## src/design/cbor_stream_decoder_macros.svh

```systemverilog
// Assertion helpers for the CBOR stream decoder.
`ifndef CBOR_STREAM_DECODER_MACROS_SVH
`define CBOR_STREAM_DECODER_MACROS_SVH

// Same-cycle implication, checked outside reset.
`define CSD_ASSERT_NOW(label, ante, cons, msg) \
   label: assert property (@(posedge clock) disable iff (reset) (ante) |-> (cons)) \
      else $error(msg);

// Next-cycle implication, checked outside reset.
`define CSD_ASSERT_NEXT(label, ante, cons, msg) \
   label: assert property (@(posedge clock) disable iff (reset) (ante) |=> (cons)) \
      else $error(msg);

`endif

```

## src/design/cbor_sd_pkg.sv

```systemverilog
package cbor_sd_pkg;

   // additional info codes
   localparam logic [4:0] INFO_DIRECT_MAX = 5'd23;
   localparam logic [4:0] INFO_1B         = 5'd24;
   localparam logic [4:0] INFO_2B         = 5'd25;
   localparam logic [4:0] INFO_4B         = 5'd26;
   localparam logic [4:0] INFO_8B         = 5'd27;
   localparam logic [4:0] SIMPLE_FALSE    = 5'd20;
   localparam logic [4:0] SIMPLE_TRUE     = 5'd21;
   localparam logic [4:0] SIMPLE_NULL     = 5'd22;

   // major types
   localparam logic [2:0] MAJ_UINT   = 3'd0;
   localparam logic [2:0] MAJ_NEGINT = 3'd1;
   localparam logic [2:0] MAJ_BYTES  = 3'd2;
   localparam logic [2:0] MAJ_TEXT   = 3'd3;
   localparam logic [2:0] MAJ_ARRAY  = 3'd4;
   localparam logic [2:0] MAJ_MAP    = 3'd5;
   localparam logic [2:0] MAJ_TAG    = 3'd6;
   localparam logic [2:0] MAJ_SIMPLE = 3'd7;

   // token kinds
   localparam logic [3:0] KIND_UINT    = 4'd0;
   localparam logic [3:0] KIND_NEGINT  = 4'd1;
   localparam logic [3:0] KIND_FALSE   = 4'd6;
   localparam logic [3:0] KIND_PAYLOAD = 4'd9;
   localparam logic [3:0] KIND_ERROR   = 4'd10;

   // error codes
   localparam logic [2:0] ERR_NONE     = 3'd0;
   localparam logic [2:0] ERR_RESERVED = 3'd1;
   localparam logic [2:0] ERR_TAG      = 3'd2;
   localparam logic [2:0] ERR_SIMPLE   = 3'd3;
   localparam logic [2:0] ERR_HEAD_CUT = 3'd4;
   localparam logic [2:0] ERR_STR_CUT  = 3'd5;

   typedef struct packed {
      logic [7:0] data_byte;
      logic       message_end;
   } req_type;

   typedef struct packed {
      logic [3:0]         token_kind;
      logic [63:0]        argument;
      logic signed [63:0] signed_value;
      logic               fits_signed;
      logic [7:0]         payload_byte;
      logic               payload_last;
      logic [2:0]         error_code;
      logic               at_message_end;
   } rsp_type;

   // classified byte handed from front to back
   typedef struct packed {
      logic [7:0] data_byte;
      logic       message_end;
      logic [2:0] major;
      logic [4:0] info;
      logic       reserved;
      logic       direct;
      logic       simple_ok;
      logic [3:0] simple_kind;
      logic [3:0] arg_len;
   } cls_type;

   // back-end handshake status
   typedef struct packed {
      logic take;
      logic wrote;
   } back_status_type;

   function automatic logic [3:0] arg_len_of(input logic [4:0] info);
      logic [3:0] len;
      begin
         unique case (info)
            INFO_1B: len = 4'd1;
            INFO_2B: len = 4'd2;
            INFO_4B: len = 4'd4;
            INFO_8B: len = 4'd8;
            default: len = 4'd0;
         endcase
         return len;
      end
   endfunction

endpackage

```

## src/design/cbor_sd_front.sv

```systemverilog
module cbor_sd_front (
   input  logic                         clock,
   input  logic                         reset,
   input  logic                         req_push,
   output logic                         req_full,
   input  cbor_sd_pkg::req_type         req_data,
   output logic                         mid_valid,
   output cbor_sd_pkg::cls_type         mid_word,
   input  cbor_sd_pkg::back_status_type back_status
);
   import cbor_sd_pkg::*;

   cls_type    mem_ff [2];
   cls_type    cls;
   logic [1:0] count_ff, count_in;
   logic       wr_ptr_ff, rd_ptr_ff;
   logic       push_ok;

   always_comb begin
      cls             = '0;
      cls.data_byte   = req_data.data_byte;
      cls.message_end = req_data.message_end;
      cls.major       = req_data.data_byte[7:5];
      cls.info        = req_data.data_byte[4:0];
      cls.reserved    = cls.info > INFO_8B;
      cls.direct      = cls.info <= INFO_DIRECT_MAX;
      cls.simple_ok   = (cls.info == SIMPLE_FALSE) || (cls.info == SIMPLE_TRUE)
                        || (cls.info == SIMPLE_NULL);
      cls.simple_kind = KIND_FALSE + 4'(cls.info - SIMPLE_FALSE);
      cls.arg_len     = arg_len_of(cls.info);
   end

   assign req_full  = count_ff == 2'd2;
   assign push_ok   = req_push && !req_full;
   assign mid_valid = count_ff != 2'd0;
   assign mid_word  = mem_ff[rd_ptr_ff];

   always_comb begin
      count_in = count_ff;
      if (push_ok && !back_status.take) begin
         count_in = count_ff + 2'd1;
      end else if (!push_ok && back_status.take) begin
         count_in = count_ff - 2'd1;
      end
   end

   always_ff @(posedge clock) begin
      if (reset) begin
         count_ff  <= '0;
         wr_ptr_ff <= 1'b0;
         rd_ptr_ff <= 1'b0;
      end else begin
         count_ff <= count_in;
         if (push_ok) begin
            wr_ptr_ff <= ~wr_ptr_ff;
         end
         if (back_status.take) begin
            rd_ptr_ff <= ~rd_ptr_ff;
         end
      end
   end

   always_ff @(posedge clock) begin
      if (push_ok) begin
         mem_ff[wr_ptr_ff] <= cls;
      end
   end

endmodule

```

## src/design/cbor_sd_back.sv

```systemverilog
module cbor_sd_back (
   input  logic                         clock,
   input  logic                         reset,
   input  logic                         mid_valid,
   input  cbor_sd_pkg::cls_type         mid_word,
   output cbor_sd_pkg::back_status_type back_status,
   output logic                         rsp_empty,
   input  logic                         rsp_pop,
   output cbor_sd_pkg::rsp_type         rsp_data
);
   import cbor_sd_pkg::*;

   typedef enum logic [3:0] {
      PH_INITIAL = 4'b0001,
      PH_ARG     = 4'b0010,
      PH_PAYLOAD = 4'b0100,
      PH_DISCARD = 4'b1000
   } phase_type;

   phase_type   phase_ff, phase_in;
   logic [2:0]  major_ff, major_in;
   logic [3:0]  left_ff, left_in, left_dec;
   logic [63:0] acc_ff, acc_in, acc_shift;
   logic [63:0] pay_ff, pay_in, pay_dec;

   rsp_type     mem_ff [2];
   rsp_type     res;
   logic [1:0]  count_ff, count_in;
   logic        wr_ptr_ff, rd_ptr_ff;
   logic        take, res_valid, wrote, pop_ok;

   logic        fin_go, fail_go;
   logic [2:0]  fin_major, fail_code;
   logic [63:0] fin_arg;

   assign take      = mid_valid && (count_ff != 2'd2);
   assign wrote     = take && res_valid;
   assign pop_ok    = rsp_pop && !rsp_empty;
   assign rsp_empty = count_ff == 2'd0;
   assign rsp_data  = mem_ff[rd_ptr_ff];

   assign back_status.take  = take;
   assign back_status.wrote = wrote;

   always_comb begin
      phase_in  = phase_ff;
      major_in  = major_ff;
      left_in   = left_ff;
      acc_in    = acc_ff;
      pay_in    = pay_ff;
      res       = '0;
      res.at_message_end = mid_word.message_end;
      res_valid = 1'b0;
      fin_go    = 1'b0;
      fin_major = mid_word.major;
      fin_arg   = {59'd0, mid_word.info};
      fail_go   = 1'b0;
      fail_code = ERR_NONE;
      acc_shift = {acc_ff[55:0], mid_word.data_byte};
      left_dec  = (left_ff != 4'd0) ? left_ff - 4'd1 : 4'd0;
      pay_dec   = pay_ff - 64'd1;

      if (take) begin
         unique case (phase_ff)
            PH_DISCARD: begin
               if (mid_word.message_end) begin
                  phase_in = PH_INITIAL;
               end
            end
            PH_PAYLOAD: begin
               pay_in = pay_dec;
               if (pay_dec != 64'd0 && mid_word.message_end) begin
                  pay_in    = '0;
                  fail_go   = 1'b1;
                  fail_code = ERR_STR_CUT;
               end else begin
                  res_valid        = 1'b1;
                  res.token_kind   = KIND_PAYLOAD;
                  res.payload_byte = mid_word.data_byte;
                  res.payload_last = pay_dec == 64'd0;
                  if (pay_dec == 64'd0 || mid_word.message_end) begin
                     phase_in = PH_INITIAL;
                  end
               end
            end
            PH_ARG: begin
               acc_in  = acc_shift;
               left_in = left_dec;
               if (left_dec == 4'd0) begin
                  fin_go    = 1'b1;
                  fin_major = major_ff;
                  fin_arg   = acc_shift;
               end else if (mid_word.message_end) begin
                  left_in   = '0;
                  fail_go   = 1'b1;
                  fail_code = ERR_HEAD_CUT;
               end
            end
            PH_INITIAL: begin
               priority if (mid_word.reserved) begin
                  fail_go   = 1'b1;
                  fail_code = ERR_RESERVED;
               end else if (mid_word.major == MAJ_TAG) begin
                  fail_go   = 1'b1;
                  fail_code = ERR_TAG;
               end else if (mid_word.major == MAJ_SIMPLE) begin
                  if (mid_word.simple_ok) begin
                     res_valid      = 1'b1;
                     res.token_kind = mid_word.simple_kind;
                     res.argument   = {59'd0, mid_word.info};
                     phase_in       = PH_INITIAL;
                  end else begin
                     fail_go   = 1'b1;
                     fail_code = ERR_SIMPLE;
                  end
               end else if (mid_word.direct) begin
                  fin_go = 1'b1;
               end else begin
                  major_in = mid_word.major;
                  acc_in   = '0;
                  left_in  = mid_word.arg_len;
                  if (mid_word.message_end) begin
                     left_in   = '0;
                     fail_go   = 1'b1;
                     fail_code = ERR_HEAD_CUT;
                  end else begin
                     phase_in = PH_ARG;
                  end
               end
            end
            default: begin
               phase_in = PH_INITIAL;
            end
         endcase

         // complete head of major type 0..5
         if (fin_go) begin
            phase_in       = PH_INITIAL;
            res_valid      = 1'b1;
            res.token_kind = {1'b0, fin_major};
            res.argument   = fin_arg;
            unique case (fin_major)
               MAJ_UINT: begin
                  res.fits_signed  = !fin_arg[63];
                  res.signed_value = fin_arg[63] ? '0 : fin_arg;
               end
               MAJ_NEGINT: begin
                  res.fits_signed  = !fin_arg[63];
                  res.signed_value = fin_arg[63] ? '0 : ~fin_arg;
               end
               MAJ_BYTES, MAJ_TEXT: begin
                  if (fin_arg != 64'd0) begin
                     if (mid_word.message_end) begin
                        fail_go   = 1'b1;
                        fail_code = ERR_STR_CUT;
                     end else begin
                        pay_in   = fin_arg;
                        phase_in = PH_PAYLOAD;
                     end
                  end
               end
               default: begin
                  // array and map headers carry the count only
               end
            endcase
         end

         if (fail_go) begin
            res                = '0;
            res.token_kind     = KIND_ERROR;
            res.error_code     = fail_code;
            res.at_message_end = mid_word.message_end;
            res_valid          = 1'b1;
            phase_in           = mid_word.message_end ? PH_INITIAL : PH_DISCARD;
         end
      end
   end

   always_comb begin
      count_in = count_ff;
      if (wrote && !pop_ok) begin
         count_in = count_ff + 2'd1;
      end else if (!wrote && pop_ok) begin
         count_in = count_ff - 2'd1;
      end
   end

   always_ff @(posedge clock) begin
      if (reset) begin
         phase_ff  <= PH_INITIAL;
         major_ff  <= '0;
         left_ff   <= '0;
         acc_ff    <= '0;
         pay_ff    <= '0;
         count_ff  <= '0;
         wr_ptr_ff <= 1'b0;
         rd_ptr_ff <= 1'b0;
      end else begin
         phase_ff <= phase_in;
         major_ff <= major_in;
         left_ff  <= left_in;
         acc_ff   <= acc_in;
         pay_ff   <= pay_in;
         count_ff <= count_in;
         if (wrote) begin
            wr_ptr_ff <= ~wr_ptr_ff;
         end
         if (pop_ok) begin
            rd_ptr_ff <= ~rd_ptr_ff;
         end
      end
   end

   always_ff @(posedge clock) begin
      if (wrote) begin
         mem_ff[wr_ptr_ff] <= res;
      end
   end

endmodule

```

## src/design/cbor_stream_decoder.sv

```systemverilog
// Streaming CBOR token decoder. Bytes of a message go in on the req_ queue, one
// word per byte, with message_end set on the final byte. Each complete head
// (integer, string header, array, map, false/true/null) comes out as one token
// word on the rsp_ queue, each string content byte as one payload word, and
// malformed input as one error word; after an error the rest of the message is
// dropped silently. Rate: one byte per cycle sustained while the result queue
// is not full, taken by the back-end state machine, which handles one byte per
// cycle. Each byte is classified into the front queue, then its result word is
// written to the result queue before it shows on rsp_. Both sides hold two
// words of buffering, so req_full only rises when the consumer stops popping.
module cbor_stream_decoder (
   input  logic                 clock,
   input  logic                 reset,
   input  logic                 req_push,
   output logic                 req_full,
   input  cbor_sd_pkg::req_type req_data,
   output logic                 rsp_empty,
   input  logic                 rsp_pop,
   output cbor_sd_pkg::rsp_type rsp_data
);
   import cbor_sd_pkg::*;

`include "cbor_stream_decoder_macros.svh"

   // front-to-back queue head
   logic            mid_valid;
   cls_type         mid_word;
   back_status_type back_status;

   // front: splits each byte into major type / info and queues it
   cbor_sd_front u_front (
      .clock       (clock),
      .reset       (reset),
      .req_push    (req_push),
      .req_full    (req_full),
      .req_data    (req_data),
      .mid_valid   (mid_valid),
      .mid_word    (mid_word),
      .back_status (back_status)
   );

   // back: phase machine, argument gathering, result queue
   cbor_sd_back u_back (
      .clock       (clock),
      .reset       (reset),
      .mid_valid   (mid_valid),
      .mid_word    (mid_word),
      .back_status (back_status),
      .rsp_empty   (rsp_empty),
      .rsp_pop     (rsp_pop),
      .rsp_data    (rsp_data)
   );

   // back end only consumes words that exist
   `CSD_ASSERT_NOW(a_take_valid, back_status.take, mid_valid, "back took from empty queue")
   // a result only comes from a consumed byte
   `CSD_ASSERT_NOW(a_wrote_take, back_status.wrote, back_status.take, "result without byte")
   // result queue cannot fill by itself
   `CSD_ASSERT_NEXT(a_empty_hold, rsp_empty && !back_status.wrote, rsp_empty,
      "result appeared without a write")

endmodule
```

## config.mk

```make
export PLATFORM = sky130hd
export DESIGN_NAME = cbor_stream_decoder
export DESIGN_NICKNAME = d
export VERILOG_FILES = /design/src/design/cbor_sd_pkg.sv /design/src/design/cbor_sd_front.sv /design/src/design/cbor_sd_back.sv /design/src/design/cbor_stream_decoder.sv
export VERILOG_INCLUDE_DIRS = /design/src /design/src/design
export SDC_FILE = /design/constraint.sdc
export NUM_CORES = 1
export LEC_CHECK = 0
export ABC_CLOCK_PERIOD_IN_PS = 23900
export BUFFER_PORTS_ARGS = -buffer_cell sky130_fd_sc_hd__buf_2
export CORE_UTILIZATION = 40
export DETAILED_ROUTE_END_ITERATION = 7
export PLACE_DENSITY_LB_ADDON = 0.1
export SLEW_MARGIN = 20
export SYNTH_ARGS = -nofsm -noshare
export SYNTH_HDL_FRONTEND = slang
export SYNTH_HIERARCHICAL = 1
export SYNTH_SLANG_ARGS = --single-unit
```

## constraint.sdc

```tcl
create_clock -name clock -period 23.9 [get_ports clock]
set_input_delay 4.78 -clock clock [delete_from_list [all_inputs] [get_ports clock]]
set_output_delay 4.78 -clock clock [all_outputs]
set_load 0.02 [all_outputs]
```

; Yosys cells after proc, flatten, opt, wreduce, memory -nomap -nowiden
; Memories as Yosys holds them, arrays and structs flattened. A register that Yosys moved wholly into a read port is not among the register bits.
; Cells that the tools add are included.
; W data, S select, Z words.
[totals]
ff_bits = 139
mem_bits_rw = 348
input_bits = 13
out_inout_bits = 148
elab_cells = 210
memories = 2
[memory_table]
columns = name, words, word_bits, rd, rd_clocked_by_memory_dff, wr, line
row1 = u_back.mem_ff, 2, 146, 1, 1, 1, cbor_sd_back.sv:26  ; rsp_type mem_ff [2];
row2 = u_front.mem_ff, 2, 28, 1, 1, 1, cbor_sd_front.sv:13  ; cls_type mem_ff [2];
[classes]
n_addsub = 8
n_lt_le_gt_ge = 2
n_eq_ne = 31
mux = 113
n_bitwise = 9
n_reduce_logical = 34
[op_table]
columns = op, count
row1 = $mux W64, 11
row2 = $mux W146, 2
row3 = $mux W68, 4
row4 = $mux W56, 4
row5 = $mux W133, 1
row6 = $pmux W65 S2, 1
row7 = $reduce_bool A64 Y1, 2
row8 = $pmux W56 S2, 1
row9 = $mux W4, 23
row10 = $logic_not A64 Y1, 1
row11 = $not A64 Y64, 1
row12 = $sub A64 B1 Y64 const B, 1
row13 = $mux W63, 1
row14 = $mux W3, 15
row15 = $eq A5 B5 Y1 const B, 7
row16 = $mux W1, 35
row17 = $pmux W4 S4, 2
row18 = $mux W9, 2
row19 = $pmux W4 S2, 2
row20 = $reduce_and A6 Y1, 2
row21 = $mux W2, 5
row22 = $ne A2 B2 Y1 const B, 5
row23 = $ne A5 B5 Y1 const B, 2
row24 = $reduce_and A10 Y1, 1
row25 = 33 further kinds, 66

; Logic depth before layout (Yosys ltp)
; Gate-level depths: netlist (run 1).
[depth]
word_depth = 18
ltp_mapped = 17
depth_no_buf = 13

; Hierarchy
; The synthesis (run 1) kept the hierarchy.
[modules_own_cells]
columns = mod, instances, cells_each, area_per_inst_um2, seq_area_each_um2
row1 = cbor_sd_back, 1, 1888, 20403.3, 11491.0
row2 = cbor_sd_front, 1, 112, 1769.2, 1241.2

; Least setup slack after synthesis (run 1)
; No wires, ideal clock.
[synth_timing]
path_type = flip-flop to flip-flop
startpoint = register u_back.phase_ff[1]
endpoint = memory u_back/mem_ff[0][0] (netlist name) (enable)
setup_ns = 0.654
t_arrival_ns = 8.125
t_required_ns = 23.246
path_slack_ns = 15.121
stages_incl_launch_ff = 6
n_path_buf = 1
period_less_slack_ns = 8.779
path_cell_list = dfxtp_1 -> or4b_2 -> clkbuf_1 -> nor3_1 -> o31ai_1 -> nor2_1
[synth_via]
elab_chain_cells = 13
word_cells_on_any_way = 26
classes_between = eq/ne (5) / mux (18) / reduce/logical (3)
[synth_rtl]
columns = item, line
row1 = "start, declared", cbor_sd_back.sv:20  ; phase_type phase_ff, phase_in;
row2 = "start signal, assigned", cbor_sd_back.sv:199  ; phase_ff <= phase_in;
row3 = $eq A4 B2 Y1, cbor_sd_back.sv:64  ; unique case (phase_ff)
row4 = $mux W64 / $mux W3 (equally long branches), cbor_sd_back.sv:64
row5 = $mux W64 / $mux W3 (equally long branches), cbor_sd_back.sv:63  ; if (take) begin
row6 = $reduce_bool A64 Y1 / $eq A3 B2 Y1 (equally long branches), "cbor_sd_back.sv:152, cbor_sd_back.sv:142"
row7 = $mux W1 / $reduce_or A2 Y1 (equally long branches), "cbor_sd_back.sv:152, cbor_sd_back.sv:142"
row8 = $mux W1, cbor_sd_back.sv:142  ; unique case (fin_major)
row9 = $mux W1, cbor_sd_back.sv:137  ; if (fin_go) begin
row10 = $mux W1, cbor_sd_back.sv:63
row11 = $mux W1 (*), cbor_sd_back.sv:168  ; if (fail_go) begin
row12 = $mux W1 (*), cbor_sd_back.sv:63
row13 = $logic_and A1 B1 Y1 (*), cbor_sd_back.sv:37  ; assign wrote = take && res_valid;
row14 = $mux W1 (*), cbor_sd_back.sv:215  ; if (wrote) begin
row15 = $mux W1 (not written as such) (*), cbor_sd_back.sv:216  ; mem_ff[wr_ptr_ff] <= res;
row16 = "end, declared", cbor_sd_back.sv:26
; Every way passes the cells marked *; elsewhere a longest branch is shown, timed or not. The select of a mux whose other input is x is not followed.

==> results of run 1 <==
==> cell type report <==
class                           count  area share
Timing Repair Buffer              189      0.0418
Clock inverter                     26     0.00809
Sequential cell                   471       0.509
Clock buffer                       65      0.0531
Multi-Input combinational cell   1351       0.350
Inverter                           26     0.00390
Tap cell                          696      0.0348
==> per-stage QoR <==
stage	hold WS [ns]	util	total power [uW]	area, um2
floorplan	0.436	-	2190	22200
global placement	0.469	0.433	2600	23500
detailed placement	0.482	0.433	2600	23500
CTS	0.489	0.462	3350	25000
global route	0.523	0.462	3510	25000
finish	0.486	0.462	3330	25000
==> layer usage <==
metal  vias up  GRT usage
li1       7611          -
met1      8230      0.340
met2       644      0.360
met3        88     0.0411
met4         0     0.0616
met5         -          0
==> placed cells by master (no fill, tap or decap), types with 7 or more instances in the layout <==
cell and count:
nand2b_1 9, xnor2_1 88, o221ai_1 8, buf_4 28, a31oi_1 16, o22ai_1 11, a211oi_1 12, clkinv_1 13
inv_1 24, edfxtp_1 330, nor3_1 62, a22oi_1 64, nand3_1 37, mux2_2 166, nand2_1 134, buf_2 159
nand4_1 27, dfxtp_1 140, or2_2 7, or4_1 14, a22o_1 13, a32oi_1 7, and3_1 14, a31o_2 7
xor2_1 16, mux2i_1 8, o31ai_1 10, nor2_1 284, o21ai_0 64, clkbuf_16 51, a21oi_1 88, clkbuf_1 14
or3_1 28, nor4_1 46
==> where the power goes <==
| part | switching [uW] | leakage [uW] | internal (uW) | total (uW) |
|---|---|---|---|---|
| registers | 88.8 | 0.00421 | 1100 | 1190 |
| logic | 931 | 0.00362 | 474 | 1410 |
| clock network | 323 | 0.000729 | 414 | 737 |
| total | 1340 | 0.00855 | 1990 | 3330 |
==> path summary, 6_finish.rpt <==
path                                          from                     to  depth (start not counted)
worst max-delay path                          flop           rsp_data[82]                          3
worst min register to register  u_back/major_ff[2]     u_back/major_ff[2]                          2
worst min-delay path            u_back/major_ff[2]     u_back/major_ff[2]                          2
worst max register to register   u_back/pay_ff[24]  u_back/mem_ff[0][115]                         12
==> flip-flops by register name (all words and copies together), names as in the netlist, named ones only <==
name,cells
u_back/acc_ff,56
u_back/count_ff,2
u_back/left_ff,4
u_back/major_ff,3
u_back/mem_ff,292
u_back/pay_ff,64
u_back/phase_ff,4
u_back/rd_ptr_ff,1
u_back/wr_ptr_ff,1
u_front/count_ff,2
u_front/mem_ff,38
u_front/rd_ptr_ff,1
u_front/wr_ptr_ff,1
==> critical path, cell delays in order, from the launching register on <==
cell,delay (ns)
dfxtp_4,0.96
buf_4,0.89
mux2_2,0.43
buf_2,0.16
==> impl_metrics.csv, run 1 <==
group,metric,value,unit
run_status,status,"finished, final reports clean",
clock_network,numCtsBuffers,50,
finish,area_delta_synth_final,13.0,%
setup_path,arrival,3.13,ns
grt,grt_max_degree,147,
finish,multiInputGateArea,8760,um2
grt,grt_pass1_wl,101,mm
detailed_routing,wl_met1,30.4,mm
logic_synthesis,yosys_warnings,6,
clock_network,cts_setup_buffers,0,
clock_network,clkTransAtPathRegs,0.06,ns
placement,gp_congestion,0.917,
sta,final.period_utilization,0.331,
floorplan,rows,85,
clock_network,clkLatencyLatePin,0.60,ns
detailed_routing,drtPass1Iterations,6,
sta,skew,0.0173,ns
grt,grt_antenna_before_repair,3,
detailed_routing,drtAntennaViolNets,0,
finish,drive_gt1_frac,0.218,
sta,rsz0062_at_grt,"no",
clock_network,h-tree-depth,2,
clock_network,cts_tree,"yes",
sta,finalCriticalPeriod,7.91,ns
floorplan,core,54200,um2
power_and_ir_drop,ir_worst_vdd,0.000104,V
setup_path,worst-setup-path-type,"flop to output pin",
detailed_routing,vias,16600,
run,drv_cap,0,
setup_path,startpoint_type,"flop",
floorplan,die-area,56400,um2
finish,nNetsFinal,2108,
detailed_routing,wl_per_cell,23.7,um
setup_path,regToRegSetupSlack,18.69,ns
detailed_routing,met3_length,4.79,mm
detailed_routing,top_layer,"met4",
placement,placement.io_buffers,160,
sta,finalSetupViolCount,0,
sta,fmax,126,MHz
logic_synthesis,netlist_instances,1999,
grt,first_global_vias,15900,
clock_network,cts.repair.resized,0,
clock_network,hold_buffers,0,
logic_synthesis,syn_nets,2018,
logic_synthesis,avgSynthCellArea,11.1,um2
min_path,hold_path.class,"flop to flop",
placement,place_inst,2733,
sta,timing.final.hold_violations,0,
clock_network,ctsLongestPathBuffers,3,
grt,gr-total-overflow,0,
detailed_routing,wl_met2,30.3,mm
detailed_routing,wl,66.9,mm
sta,finalWorstSetupSlack,15.99,ns
floorplan,initial_core_util,0.409,
sta,timing.slew.headroom,0.214,
detailed_routing,drtIter0Drc,1709,
clock_network,cts_sinks,471,
logic_synthesis,netlist_area,22200,um2
finish,seq_area,12700,um2
power_and_ir_drop,p_leak,0.00855,uW
finish,n_antenna_cell,0,
sta,finalMaxSlewViolations,0,
floorplan,io_pins,161,
placement,place_ws,16.54,ns
detailed_routing,viasPerCell,5.87,
finish,fillCellCount,5035,
sta,setup-tns-final,0,ns
setup_path,crit_path_max_fanout,84,
grt,grtUsageTotal,0.234,
placement,hpwl,43.9,mm
setup_path,crit_required,19.12,ns
setup_path,endpoint_kind,"output pin",
detailed_routing,drcViolationCount,0,
finish,fin_cells,2824,
power_and_ir_drop,power_density,133,nW/um2
floorplan,die_y,237,um
sta,tightest_slew,1.18,ns
clock_network,clockRootBuffer,"clkbuf_16",
floorplan,die_w,237,um
(Power assumes the default switching activity.)
==> run 2, diff against run 1 <==
- ABC_CLOCK_PERIOD_IN_PS: 23900 -> 6700
- clock period: 23.9 -> 6.7 ns (I/O delays scaled with it)
==> run 2 against run 1 <==
Net effect: sequential share of layout area decreased by 0.65 points; sequential power increased to 3.5 times the previous value; non-clock buffer count increased by 13; clock power increased to 3.9 times the previous value; register-to-register slack got worse by 18 ns; largest power group unchanged; critical path type is now flop to flop.
==> impl_metrics.csv, run 2 (synthesis results as in run 1) <==
group,metric,value,unit
min_path,hold_path.class,"flop to flop",
finish,area_delta_synth_final,14.4,%
finish,layout_commonest_cell,"edfxtp_1",
finish,drive_gt1_frac,0.227,
power_and_ir_drop,power_density,485,nW/um2
min_path,whs_path_depth,2,
clock_network,cts_sinks,471,
run_status,status,"finished, final reports clean",
setup_path,startpoint_type,"flop",
setup_path,cp.depth,13,
power_and_ir_drop,ir_worst_vdd,0.000292,V
setup_path,reg2reg_from,"u_back/pay_ff[0]",
floorplan,die-area,56400,um2
sta,fmax,179,MHz
finish,nNetsFinal,2123,
sta,rsz0062_at_grt,"no",
grt,grt_max_degree,141,
detailed_routing,drcViolationCount,0,
setup_path,path_cells,"inv_1 > ha_1 > nand3_1 > or4b_1 > nor4_1 > xor2_1 > nor4_1 > nand4_1 > o31a_1 > nand2_2 > nand3_2 > buf_4 > nor2_1",
clock_network,h-tree-depth,2,
sta,finalMaxSlewViolations,0,
sta,tightest_slew,1.09,ns
sta,timing.final.hold_violations,0,
power_and_ir_drop,p_leak,0.00874,uW
setup_path,endpoint_kind,"flop",
finish,top_regs,"u_back/mem_ff x292, u_back/pay_ff x64, u_back/acc_ff x56",
setup_path,cpLargestDelayFamily,"simple AND/OR/NAND/NOR gates",
grt,grt_pass1_wl,105,mm
run,drv_cap,0,
placement,placement.io_buffers,160,
clock_network,hold_buffers,0,
grt,grt_antenna_before_repair,1,
finish,top_register,"u_back/mem_ff",
detailed_routing,drtPass1Iterations,6,
setup_path,critPathMaxStageDelay,0.75,ns
grt,first_global_vias,16200,
sta,skew,0.0187,ns
floorplan,io_pins,161,
detailed_routing,drtIter0Drc,1910,
finish,n_antenna_cell,0,
detailed_routing,vias,16600,
clock_network,cts_setup_buffers,0,
clock_network,clkLatencyLatePin,0.60,ns
grt,grtUsageTotal,0.248,
floorplan,core,54200,um2
clock_network,ctsLongestPathBuffers,3,
floorplan,die_w,237,um
placement,place_ws,1.24,ns
placement,gp_congestion,0.930,
setup_path,crit_start,"u_back/pay_ff[0]",
grt,gr-total-overflow,0,
floorplan,initial_core_util,0.409,
setup_path,regToRegSetupSlack,1.12,ns
sta,finalSetupViolCount,0,
setup_path,reg2regPathDepth,13,
clock_network,clockRootBuffer,"clkbuf_16",
placement,hpwl,48.1,mm
setup_path,worst-setup-path-type,"flop to flop",
detailed_routing,drtAntennaViolNets,0,
min_path,hold_start,"u_front/wr_ptr_ff",
clock_network,clkTransAtPathRegs,0.06,ns
detailed_routing,wl,70.9,mm
sta,timing.slew.headroom,0.263,
setup_path,path_buf_inv,2,
detailed_routing,wl_per_cell,24.9,um
setup_path,crit_path_max_fanout,66,
detailed_routing,viasPerCell,5.85,
clock_network,cts_tree,"yes",
sta,setup-tns-final,0,ns
finish,final_cell_mix,"330 x edfxtp_1, 284 x nor2_1, 166 x mux2_2",
power_and_ir_drop,finalPower,12300,uW
setup_path,arrival,5.87,ns
floorplan,die_y,237,um
finish,largest_register_ffs,292,
floorplan,rows,85,
sta,finalCriticalPeriod,5.58,ns
min_path,min_to,"u_front/wr_ptr_ff",
setup_path,crit_path_frequent_cell,"nor4_1",
sta,final.period_utilization,0.833,
clock_network,cts.repair.resized,0,
sta,finalWorstSetupSlack,1.12,ns
clock_network,numCtsBuffers,52,
setup_path,crit_slowest_cell,"or4b_1",
setup_path,r2r_end,"u_back/mem_ff[0][114]",
setup_path,crit_required,6.99,ns
## run 2: per-layer routing
layer  share of wire  GRT usage
met1            0.47      0.361
met2            0.46      0.391
met3           0.055     0.0324
met4           0.018     0.0571
met5               0          0
## run 2: worst max-delay path by stage
stage,slack [ns],endpoint
global placement,1.38,u_back/mem_ff[0][113]
CTS,1.22,u_back/mem_ff[0][113]
finish,1.12,u_back/mem_ff[0][114]
floorplan,-2.08,u_back/mem_ff[0][0]
global route,0.79,u_back/mem_ff[0][114]
detailed placement,1.24,u_back/mem_ff[0][113]
## run 2: worst reg2reg max path, delay by kind of cell (launching register included)
kind / cells / cell delay [ns]
AO/OA/AOI/OAI: 1 / 0.63
XOR/XNOR: 1 / 0.24
adder cells (fa/ha/maj): 1 / 0.67
buffers and inverters: 2 / 0.71
flip-flops: 1 / 0.37
AND/OR/NAND/NOR: 8 / 2.66
## run 2: cell type report
cell class	instances	area, um2
fillers	5044	28900
flip-flops and latches	471	12700
multi-input cells	1351	8750
clock buffers	70	1410
repair buffers	202	1180
well taps	696	871
clock inverters	27	322
inverters	26	97.6
## run 2: metrics by stage
| step | utilization | hold WS [ns] | cell area (um2) | cells |
|---|---|---|---|---|
| 3_3_place_gp | 0.436 | 0.466 | 23600 | 2746 |
| 4_1_cts | 0.468 | 0.484 | 25400 | 2843 |
| 3_5_place_dp | 0.436 | 0.475 | 23600 | 2746 |
| 2_1_floorplan | - | 0.436 | 22200 | 1999 |
| 6_report | 0.468 | 0.484 | 25400 | 2843 |
| 5_1_grt | 0.468 | 0.507 | 25400 | 2843 |
## run 2: where the power goes
| group | leakage, uW | internal (uW) | switching, uW |
|---|---|---|---|
| sequential | 0.00421 | 3910 | 237 |
| combinational | 0.00370 | 1730 | 3520 |
| clock | 0.000832 | 1710 | 1190 |
